## config.mk

```make
export PLATFORM = sky130hd
export DESIGN_NAME = rrv_cell
export DESIGN_NICKNAME = d
export VERILOG_FILES = /design/src/hdl/rrv_pkg.sv /design/src/hdl/rrv_cell.sv
export SDC_FILE = /design/constraint.sdc
export NUM_CORES = 1
export LEC_CHECK = 0
export BUFFER_PORTS_ARGS = -buffer_cell sky130_fd_sc_hd__buf_2
export CAP_MARGIN = 25
export CORE_ASPECT_RATIO = 0.5
export CORE_MARGIN = 5
export CORE_UTILIZATION = 41
export CTS_BUF_LIST = sky130_fd_sc_hd__clkbuf_4 sky130_fd_sc_hd__clkbuf_8 sky130_fd_sc_hd__clkbuf_16
export CTS_CLUSTER_DIAMETER = 40
export DETAILED_ROUTE_END_ITERATION = 7
export HOLD_SLACK_MARGIN = 0.05
export PLACE_DENSITY = 0.89
export SYNTH_ARGS = -nofsm -noshare
export SYNTH_HDL_FRONTEND = slang
export SYNTH_SLANG_ARGS = --single-unit
```

## constraint.sdc

```tcl
create_clock -name i_clk -period 4.9 [get_ports i_clk]
set_input_delay 0.98 -clock i_clk [delete_from_list [all_inputs] [get_ports i_clk]]
set_output_delay 0.98 -clock i_clk [all_outputs]
set_load 0.005 [all_outputs]
```

## src/hdl/rrv_pkg.sv

```systemverilog
// rrv_pkg: command and status codes, plus the control word broadcast to the cells,
// for the ranked ring vector.
// No dependencies; every other file takes names from here by scope.
`default_nettype none

package rrv_pkg;

    // Command codes carried by an input item
    typedef enum logic [1:0] {
        CMD_GET    = 2'd0,
        CMD_SET    = 2'd1,
        CMD_INSERT = 2'd2,
        CMD_REMOVE = 2'd3
    } t_cmd;

    // Result status codes
    typedef enum logic [1:0] {
        ST_OK       = 2'd0,
        ST_BAD_RANK = 2'd1,
        ST_FULL     = 2'd2
    } t_status;

    // Commit strobes broadcast to every cell along with the rank
    typedef struct packed {
        logic ins;   // open a gap at rank, later cells take from their lower neighbor
        logic rem;   // close the gap at rank, cells at or above take from upper neighbor
        logic set;   // overwrite the cell at rank
    } t_cell_ctrl;

endpackage

`default_nettype wire

```

## src/hdl/rrv_cell.sv

```systemverilog
// rrv_cell: one storage cell of the vector, holding the element at rank INDEX.
// Depends on rrv_pkg for the broadcast control word.
`default_nettype none

module rrv_cell #(
    parameter int INDEX       = 0,
    parameter int RANK_W      = 7,
    parameter int VALUE_WIDTH = 32
) (
    input  wire logic                   i_clk,
    input  wire rrv_pkg::t_cell_ctrl    i_ctrl,
    input  wire logic [RANK_W-1:0]      i_rank,
    input  wire logic [VALUE_WIDTH-1:0] i_value,
    input  wire logic [VALUE_WIDTH-1:0] i_prev,
    input  wire logic [VALUE_WIDTH-1:0] i_next,
    output logic      [VALUE_WIDTH-1:0] o_value,
    output logic      [VALUE_WIDTH-1:0] o_sel
);

    localparam logic [RANK_W-1:0] MY_RANK = RANK_W'(INDEX);

    logic [VALUE_WIDTH-1:0] r_value;
    logic [VALUE_WIDTH-1:0] n_value;
    logic                   w_hit;
    logic                   w_above;

    assign w_hit   = (i_rank == MY_RANK);
    assign w_above = (MY_RANK > i_rank);

    // Pick the next content from the command and this cell's place against the rank
    always_comb begin
        n_value = r_value;
        if (i_ctrl.ins) begin
            if (w_hit) begin
                n_value = i_value;
            end else if (w_above) begin
                n_value = i_prev;
            end
        end else if (i_ctrl.rem) begin
            if (w_hit || w_above) begin
                n_value = i_next;
            end
        end else if (i_ctrl.set && w_hit) begin
            n_value = i_value;
        end
    end

    always_ff @(posedge i_clk) begin
        r_value <= n_value;
    end

    // Hand the content to both neighbors; drive the read bus only when addressed
    assign o_value = r_value;
    assign o_sel   = w_hit ? r_value : '0;

endmodule

`default_nettype wire

```

; ---- Word level (Yosys, flattened, before mapping)
; Cells that the tools add are included.
[classes]
n_reduce_logical = 5
n_lt_le_gt_ge = 1
n_mul = 0
shift = 0
add_sub_neg = 0
div_mod_pow = 0
mux = 7
eq_ne = 2
bitwise = 0
[op_table]
columns = op, count
row1 = $mux W32, 7
row2 = $gt A1 B7 Y1 const A, 1
row3 = $logic_not A7 Y1, 1
row4 = $ne A3 B1 Y1 const B, 2
row5 = $reduce_and A3 Y1, 1
row6 = $reduce_bool A3 Y1, 1
row7 = $logic_and A1 B1 Y1, 1
row8 = $logic_or A1 B1 Y1, 1
[totals]
ramBits = 0
latchBits = 0
n_memories = 0
regBits = 32
mem_bits_ro = 0
output_inout_bits = 64

; ---- Longest topological paths before layout
; Gate-level depths: netlist of the first run.
[logic_depth]
ltp_word = 5
ltp_mapped = 5
mapped_depth_nobuf = 3

; ---- Worst setup path after synthesis of the first run
; No wires, ideal clock.
[synth_path]
kind = input -> register
from = in i_rank[2]
to = reg r_value[0], in the netlist o_value[0], enable pin
n_path_buf = 2
t_arrival_ns = 4.034
stages = 4
t_required_ns = 4.439
slack_ns = 0.405
path_cell_list = or4_4 > buf_6 > buf_8 > nor3_1
[synth_between]
elab_chain_len = 4
elab_cells_between_ends = 8
cone_classes = order compare: 1 / eq/ne: 2 / reduce/logical: 5
[synth_lines]
columns = element, line_no
row1 = start: declaration, rrv_cell.sv:12  ; input wire logic [RANK_W-1:0] i_rank,
row2 = $gt A1 B7 Y1 or $logic_not A7 Y1 (tied branches), "rrv_cell.sv:28, rrv_cell.sv:27"
row3 = $logic_or A1 B1 Y1 or $logic_and A1 B1 Y1 (tied branches), "rrv_cell.sv:40, rrv_cell.sv:43"
row4 = $ne A3 B1 Y1 (no line) or $reduce_bool A3 Y1 (tied branches), -
row5 = $reduce_and A3 Y1 (no line) (*), -
row6 = end signal: assignment, rrv_cell.sv:49  ; r_value <= n_value;
row7 = end: declaration, rrv_cell.sv:22  ; logic [VALUE_WIDTH-1:0] r_value;
; Mark *: on every way between the ends. The rest lies on a longest branch, timed or not.
; A chain may end at the register's enable or synchronous reset.

; ---- Worst setup path after layout of the first run
[layout_path]
from = in i_rank[2]
to = out o_sel[22]
[layout_between]
elab_chain_len = 2
[layout_lines]
columns = element, line_no
row1 = $logic_not A7 Y1, rrv_cell.sv:27  ; assign w_hit = (i_rank == MY_RANK);
row2 = $mux W32, rrv_cell.sv:54  ; assign o_sel = w_hit ? r_value : '0;
row3 = end: declaration, rrv_cell.sv:17  ; output logic [VALUE_WIDTH-1:0] o_sel
; No other way between the ends.

==> impl_metrics.env, run 1 <==
export IMPL_status="complete, no violations"
export IMPL_yosys_warnings=0
export IMPL_min_to="o_value[2]$_DFFE_PP_"
export IMPL_syn_to_final_growth_pct=41.8
export IMPL_cp_max_fo=64
export IMPL_cp_data_required_time_ns=3.92
export IMPL_vias=2657
export IMPL_drt_drc_violations_left=0
export IMPL_routed_via_density=5.81
export IMPL_worst_hold_path_type="in -> reg"
export IMPL_pwr_share_comb=0.170
export IMPL_ctsLongestPathBuffers=2
export IMPL_peakVddDrop_mv=0.157
export IMPL_core_um2=5560
export IMPL_initial_core_util=0.430
export IMPL_power_density_nw_per_um2=234
export IMPL_setup_viol=0
export IMPL_rsz0062_at_grt="false"
export IMPL_synth_seq_area_share=0.402
export IMPL_seqPwrFrac=0.387
export IMPL_first_pass_iters=5
export IMPL_worstPathArrival_ns=2.23
export IMPL_ioPinCount=171
export IMPL_postRouteAntennaNets=0
export IMPL_cts_buffers_inserted=5
export IMPL_grt_use_total=0.195
export IMPL_path_clk_slew_ns=0.05
export IMPL_crit_type="in -> out"
export IMPL_nets=490
export IMPL_final_setup_tns_ns=0
export IMPL_h_tree_depth=2
export IMPL_antenna_cells=0
export IMPL_worstMarginPinSlew_ns=0.921
export IMPL_sw_frac_of_total=0.230
export IMPL_grt_max_degree=67
export IMPL_syn_area_um2=2390
export IMPL_max_freq_mhz=311
export IMPL_wl_per_cell_um=17.2
export IMPL_syn_inst=234
export IMPL_clock_sinks=32
export IMPL_dr_max_layer_used="met4"
export IMPL_synthDistinctLibCells=18
export IMPL_syn_nets=341
export IMPL_grt_pass1_wl_um=12200
export IMPL_critical_path_startpoint="i_rank[2]"
export IMPL_ys_top_cells_by_area="edfxtp_1, o211ai_2, a22oi_1, and3_1, nand4_1"
export IMPL_rows=19
export IMPL_dp_cells=449
export IMPL_m1WireLength_um=2810
export IMPL_grt_pass1_vias=2462
export IMPL_die_w_um=118
export IMPL_dr_wl_met3_um=680
export IMPL_power_w=0.000794
export IMPL_routabilityCongestion=0.837
export IMPL_post_cts_repair_setup_buffers=0
export IMPL_drtIter0Drc=154
export IMPL_finalMaxSlewViolations=0
export IMPL_finalHoldViolCount=0
export IMPL_fin_crit_sh=0.655
export IMPL_critPathLaunchType="input pin"
export IMPL_dpl_hpwl_um=5700
export IMPL_p_leak_nw=1.63
export IMPL_power_frac_clock=0.442
export IMPL_end_kind="primary output"
export IMPL_mostFrequentLayoutCell="buf_2"
export IMPL_slew_headroom=0.386
export IMPL_ctsHoldBuffers=0
export IMPL_switchingPower_w=0.000183
export IMPL_synth_avg_cell_area_um2=10.2
export IMPL_overflow=0
export IMPL_dieArea_um2=7550
export IMPL_largest_reg_flops=32
export IMPL_fin_crit_ns=3.21
export IMPL_wl_um=7840
export IMPL_min_from="i_next[2]"
export IMPL_drive_above_1_share=0.573
export IMPL_die_h_um=64.0
export IMPL_io_buffers=170
export IMPL_cts_resized=0
export IMPL_hold_path_cell_count=3
export IMPL_max_cap_violations=0
export IMPL_synth_seq_cells=32
export IMPL_wl_met2_um=4190
export IMPL_synth_top_area_frac=0.402
export IMPL_yosys_area_top_type="edfxtp_1"
export IMPL_antenna_found_initial=0
export IMPL_root_buffer="clkbuf_16"
export IMPL_fin_cells=457
export IMPL_intPower_w=0.000612
export IMPL_nFillCells=490
export IMPL_cts_tree="built"
==> routing by layer <==
metal	vias to the layer above	global-route usage
met5	-	0
met4	0	0.0615
met3	21	0.0485
met2	145	0.349
met1	1226	0.234
li1	1265	-
==> worst max-delay path, cell delays in order <==
cell and delay (ns):
buf_2 0.12, nor4_4 0.25, buf_4 0.51, and3_1 0.24, buf_2 0.11
==> kinds of logic (layout without fill, tap and decap cells) <==
logic type,Yosys count,in the layout,share of synthesized area
AO/OA/AOI/OAI,64,64,0.262
buffers and inverters,34,184,0.0728
flip-flops,32,32,0.402
AND/OR/NAND/NOR,104,104,0.263
==> worst max-delay path by stage <==
stage	end	slack, ns	cells after the start
after global routing	o_sel[19]	1.57	5
after floorplan	o_value[0]$_DFFE_PP_	0.40	4
final	o_sel[22]	1.69	5
after CTS	o_value[0]$_DFFE_PP_	1.67	4
after global placement	o_value[3]$_DFFE_PP_	1.41	4
after detailed placement	o_value[14]$_DFFE_PP_	1.38	4
==> layout make-up <==
| type | count | area [um2] | share of cell area |
|---|---|---|---|
| sequential | 32 | 961 | 0.284 |
| tap | 73 | 91.3 | 0.0270 |
| timing repair buffer | 176 | 896 | 0.264 |
| clock buffer | 6 | 133 | 0.0391 |
| multi-input combinational | 168 | 1270 | 0.376 |
| clock inverter | 2 | 35.0 | 0.0103 |
==> power groups by stage <==
stage / logic [W] / clock network [W] / registers [W]
after floorplan: 0.0000695 / 0 / 0.000313
after global placement: 0.000131 / 0 / 0.000313
after detailed placement: 0.000133 / 0 / 0.000313
after CTS: 0.000134 / 0.000354 / 0.000308
after global routing: 0.000148 / 0.000370 / 0.000308
final: 0.000135 / 0.000352 / 0.000308
==> cells in the mapped netlist, drive strengths merged <==
cell    number
nand4       32
edfxtp      32
a22oi       32
nor4         1
buf          8
or3          1
or4          1
o211ai      32
clkbuf      26
nand3       32
nor2b        1
and3        32
nor2         1
nor3         3
==> metrics by stage <==
stage / setup WS [ns] / area (um2) / hold WS [ns] / utilization
finish: 1.69 / 3390 / 1.00 / 0.609
detailed placement: 1.38 / 3220 / 1.29 / 0.579
global route: 1.57 / 3390 / 1.02 / 0.609
floorplan: 0.405 / 2390 / 1.19 / -
CTS: 1.67 / 3390 / 0.999 / 0.609
global placement: 1.41 / 3220 / 1.28 / 0.579
No activity file was read; power rests on OpenSTA's default activity.
==> inputs of run 2 (changes only) <==
--- a/config.mk
+++ b/config.mk
@@ -9,12 +9,12 @@
 export CAP_MARGIN = 25
 export CORE_ASPECT_RATIO = 0.5
 export CORE_MARGIN = 5
-export CORE_UTILIZATION = 41
+export CORE_UTILIZATION = 37
 export CTS_BUF_LIST = sky130_fd_sc_hd__clkbuf_4 sky130_fd_sc_hd__clkbuf_8 sky130_fd_sc_hd__clkbuf_16
 export CTS_CLUSTER_DIAMETER = 40
 export DETAILED_ROUTE_END_ITERATION = 7
 export HOLD_SLACK_MARGIN = 0.05
-export PLACE_DENSITY = 0.89
+export PLACE_DENSITY = 0.86
 export SYNTH_ARGS = -nofsm -noshare
 export SYNTH_HDL_FRONTEND = slang
 export SYNTH_SLANG_ARGS = --single-unit
==> constraint.sdc (replaced) <==
create_clock -name i_clk -period 2.88 [get_ports i_clk]
set_input_delay 0.576 -clock i_clk [delete_from_list [all_inputs] [get_ports i_clk]]
set_output_delay 0.576 -clock i_clk [all_outputs]
set_load 0.005 [all_outputs]
==> run 2 against run 1 <==
Global-route usage increased by 0.24 points. Non-clock buffer count increased by 3. Highest routed layer unchanged. Setup slack got worse by 1.0 ns. Flip-flop and latch count unchanged. Critical endpoint is now o_sel[6]. Sequential share of layout area decreased by 0.55 points. Largest cell class unchanged.
==> impl_metrics.env, run 2 (synthesis gave the netlist of run 1 again) <==
export IMPL_finalMaxSlewViolations=0
export IMPL_end_kind="primary output"
export IMPL_die_w_um=124
export IMPL_min_to="o_value[27]$_DFFE_PP_"
export IMPL_worstMarginPinSlew_ns=0.601
export IMPL_rsz0062_at_grt="false"
export IMPL_dieArea_um2=8260
export IMPL_setup_slack_ns=0.687
export IMPL_first_pass_iters=5
export IMPL_h_tree_depth=2
export IMPL_slew_headroom=0.599
export IMPL_largest_reg_flops=32
export IMPL_fin_crit_sh=0.761
export IMPL_slowest_delay_ns=0.32
export IMPL_peakVddDrop_mv=0.315
export IMPL_crit_type="in -> out"
export IMPL_drive_above_1_share=0.571
export IMPL_max_cap_violations=0
export IMPL_post_cts_repair_setup_buffers=0
export IMPL_rows=20
export IMPL_routed_via_density=5.67
export IMPL_initial_core_util=0.388
export IMPL_antenna_cells=0
export IMPL_overflow=0
export IMPL_ctsHoldBuffers=0
export IMPL_crit_family="buffers and inverters"
export IMPL_antenna_found_initial=0
export IMPL_dpl_hpwl_um=6180
export IMPL_finalHoldViolCount=0
export IMPL_dp_cells=467
export IMPL_cts_tree="built"
export IMPL_fin_crit_ns=2.19
export IMPL_routabilityCongestion=0.786
export IMPL_vias=2695
export IMPL_grt_pass1_wl_um=13000
export IMPL_ctsLongestPathBuffers=2
export IMPL_fin_util=0.561
export IMPL_grt_use_total=0.197
export IMPL_setup_viol=0
export IMPL_drtIter0Drc=221
export IMPL_ioPinCount=171
export IMPL_cp_data_required_time_ns=2.30
export IMPL_grt_max_degree=65
export IMPL_hold_path_cell_count=3
export IMPL_power_density_nw_per_um2=389
export IMPL_root_buffer="clkbuf_16"
export IMPL_cp_max_fo=64
export IMPL_cts_resized=0
export IMPL_max_freq_mhz=456
export IMPL_worst_hold_path_type="in -> reg"
export IMPL_die_h_um=66.8
export IMPL_core_um2=6160
export IMPL_mostFrequentLayoutCell="buf_2"
export IMPL_wl_um=8410
export IMPL_min_from="i_next[27]"
export IMPL_path_buf_inv=3
export IMPL_io_buffers=170
export IMPL_critPathLaunchType="input pin"
export IMPL_fin_cells=475
export IMPL_p_leak_nw=1.65
export IMPL_grt_pass1_vias=2663
export IMPL_postRouteAntennaNets=0
export IMPL_nets=493
export IMPL_cts_buffers_inserted=5
export IMPL_final_setup_tns_ns=0
export IMPL_crit_top_cell="buf_2"
export IMPL_pre_cts_slack_ns=0.594
export IMPL_wl_per_cell_um=17.7
export IMPL_status="complete, no violations"
export IMPL_path_cells="buf_2 -> nor4_4 -> buf_12 -> and3_1 -> buf_2"
export IMPL_cpMaxStageDelayCell="nor4_4"
export IMPL_drt_drc_violations_left=0
export IMPL_clock_sinks=32
export IMPL_syn_to_final_growth_pct=44.6
export IMPL_path_clk_slew_ns=0.05
export IMPL_worstPathArrival_ns=1.62
[run 2: cell type report]
cell class | count | area (um2)
fillers | 551 | 2700
clock buffers | 5 | 125
repair buffers | 179 | 943
flip-flops and latches | 32 | 961
multi-input cells | 168 | 1280
clock inverters | 3 | 37.5
well taps | 88 | 110
[run 2: per-stage QoR]
step	hold slack, ns	total power, W	cell area (um2)
floorplan	0.784	0.000652	2400
global placement	0.874	0.000760	3290
detailed placement	0.878	0.000765	3290
CTS	0.597	0.00135	3460
global route	0.610	0.00140	3460
finish	0.604	0.00134	3460
[run 2: where the power goes]
group	switching [W]	internal, W
sequential	0.00000132	0.000522
combinational	0.000130	0.000107
clock	0.000183	0.000401
[run 2: worst max path at each step]
stage	start	to	slack, ns	depth (start not counted)
floorplan	i_rank[2]	o_value[0]$_DFFE_PP_	0.24	4
global placement	i_rank[1]	o_value[25]$_DFFE_PP_	0.63	4
detailed placement	i_rank[1]	o_value[26]$_DFFE_PP_	0.59	5
CTS	i_rank[2]	o_sel[6]	0.68	5
global route	i_rank[2]	o_sel[30]	0.62	5
finish	i_rank[2]	o_sel[6]	0.69	5
[run 2: layer usage]
metal | track usage | share of wire | routed length [um] | vias up
li1 | - | - | - | 1277
met1 | 0.239 | 0.38 | 3220 | 1274
met2 | 0.361 | 0.53 | 4420 | 130
met3 | 0.0416 | 0.076 | 641 | 14
met4 | 0.0428 | 0.015 | 129 | 0
met5 | 0 | 0 | 0 | -
==> inputs of run 3 (changes only) <==
==> constraint.sdc (replaced) <==
create_clock -name i_clk -period 1.8 [get_ports i_clk]
set_input_delay 0.36 -clock i_clk [delete_from_list [all_inputs] [get_ports i_clk]]
set_output_delay 0.36 -clock i_clk [all_outputs]
set_load 0.005 [all_outputs]
==> run 3 against run 2 <==
Non-clock buffer count grew 19. Global-route usage grew 2.4 points. Total power grew 65%. The flow now finishes with violations (setup timing). Critical path depth grew 2. Routed wire length grew 15%. Combinational power grew 84%. Critical path type unchanged. Design area grew 12%. Largest power group unchanged. Worst hold slack lost 0.22 ns. Setup slack lost 0.69 ns. First-iteration DRC count grew 57%. Largest cell class unchanged.
==> impl_metrics.env, run 3 (synthesis gave the netlist of run 1 again) <==
export IMPL_status="complete, but fails checks"
export IMPL_violations="setup timing"
export IMPL_mostFrequentLayoutCells="buf_2, a22oi_1, nand4_1, nand3_1, edfxtp_1"
export IMPL_finalMaxSlewViolations=0
export IMPL_antenna_cells=0
export IMPL_path_cells="buf_8 -> nor4_4 -> buf_4 -> buf_6 -> buf_16 -> and3_4 -> buf_6"
export IMPL_cts_buffers_inserted=5
export IMPL_p_leak_nw=1.79
export IMPL_overflow=0
export IMPL_clock_sinks=32
export IMPL_root_buffer="clkbuf_16"
export IMPL_wl_um=9670
export IMPL_max_freq_mhz=555
export IMPL_ioPinCount=171
export IMPL_setup_viol=2
export IMPL_cpMaxStageDelayCell="nor4_4"
export IMPL_antenna_found_initial=0
export IMPL_intPower_w=0.00171
export IMPL_die_w_um=124
export IMPL_fin_crit_sh=1.00
export IMPL_final_setup_tns_ns=-0.00431
export IMPL_drt_drc_violations_left=0
export IMPL_peakVddDrop_mv=0.355
export IMPL_path_buf_inv=5
export IMPL_io_buffers=170
export IMPL_switchingPower_w=0.000517
export IMPL_worstPathArrival_ns=1.44
export IMPL_wl_per_cell_um=19.6
export IMPL_initial_core_util=0.388
export IMPL_setup_slack_ns=-0.00293
export IMPL_end_kind="primary output"
export IMPL_sw_frac_of_total=0.232
export IMPL_fin_util=0.626
export IMPL_dpl_instance_area_um2=3420
export IMPL_routabilityCongestion=0.886
export IMPL_slew_headroom=0.320
export IMPL_rsz0062_at_grt="true"
export IMPL_die_h_um=66.8
export IMPL_mostFrequentLayoutCell="buf_2"
export IMPL_largest_reg_flops=32
export IMPL_min_from="i_next[26]"
export IMPL_dieArea_um2=8260
export IMPL_nets=512
export IMPL_fin_area_um2=3850
export IMPL_grt_pass1_vias=2810
export IMPL_finalHoldViolCount=0
export IMPL_dpl_hpwl_um=6230
export IMPL_min_to="o_value[26]$_DFFE_PP_"
export IMPL_crit_type="in -> out"
export IMPL_cp_max_fo=6
export IMPL_core_um2=6160
export IMPL_cp_data_required_time_ns=1.44
export IMPL_h_tree_depth=2
export IMPL_drtIter0Drc=348
export IMPL_grt_max_degree=61
export IMPL_vias=2875
export IMPL_worst_hold_path_type="in -> reg"
export IMPL_fin_crit_ns=1.80
export IMPL_cts_tree="built"
export IMPL_ctsLongestPathBuffers=2
export IMPL_max_cap_violations=0
export IMPL_syn_to_final_growth_pct=61.3
export IMPL_pwr_share_comb=0.196
export IMPL_power_density_nw_per_um2=577
export IMPL_seqPwrFrac=0.377
export IMPL_drive_above_1_share=0.618
export IMPL_path_clk_slew_ns=0.06
export IMPL_dp_cells=479
export IMPL_postRouteAntennaNets=0
export IMPL_rows=20
export IMPL_power_frac_clock=0.427
export IMPL_hold_path_cell_count=3
export IMPL_slowest_delay_ns=0.28
export IMPL_crit_family="buffers and inverters"
export IMPL_worstMarginPinSlew_ns=1.02
export IMPL_grt_pass1_wl_um=13900
export IMPL_crit_top_cell="buf_6"
export IMPL_routed_via_density=5.82
export IMPL_first_pass_iters=5
export IMPL_grt_use_total=0.221
export IMPL_critPathLaunchType="input pin"
export IMPL_fin_cells=494
run 3: area by class of cell:
| type | count | area, um2 |
|---|---|---|
| multi-input combinational | 168 | 1320 |
| timing repair buffer | 198 | 1290 |
| tap | 88 | 110 |
| clock inverter | 2 | 35.0 |
| fill | 474 | 2300 |
| clock buffer | 6 | 133 |
| sequential | 32 | 961 |
run 3: metrics by stage:
stage,setup WS [ns],hold WS [ns],power [W]
final,-0.00293,0.384,0.00222
after global routing,-0.0606,0.384,0.00230
after CTS,0.00359,0.380,0.00221
after detailed placement,-0.0535,0.662,0.00124
after global placement,-0.0233,0.657,0.00124
after floorplan,-0.604,0.568,0.00104
run 3: how the worst max path moves through the flow:
stage	from	endpoint	slack [ns]	cells after the start
floorplan	i_rank[2]	o_value[0]$_DFFE_PP_	-0.60	4
CTS	i_rank[5]	o_sel[26]	0.004	7
global route	i_rank[5]	o_sel[27]	-0.06	7
detailed placement	i_rank[2]	o_value[0]$_DFFE_PP_	-0.05	5
finish	i_rank[5]	o_sel[27]	-0.003	7
global placement	i_rank[2]	o_value[19]$_DFFE_PP_	-0.02	4
run 3: metal layers:
layer / vias up / wire length, um / global-route usage
li1: 1316 / - / -
met1: 1334 / 3400 / 0.259
met5: - / 0 / 0
met2: 195 / 5100 / 0.387
met4: 0 / 300 / 0.106
met3: 30 / 871 / 0.0475
run 3: timing repair:
action	in CTS	in global routing
setup buffers	6	0
resized for setup	10	20
hold buffers	0	0
pin swaps	1	2
gates cloned	5	0
setup endpoints to repair	32	26
run 3: power by group through the flow:
stage          sequential (W)  combinational (W)  clock (W)
2_1_floorplan        0.000852           0.000191          0
3_3_place_gp         0.000852           0.000384          0
3_5_place_dp         0.000852           0.000392          0
4_1_cts              0.000838           0.000419   0.000958
5_1_grt              0.000838           0.000466    0.00100
6_report             0.000838           0.000435   0.000949
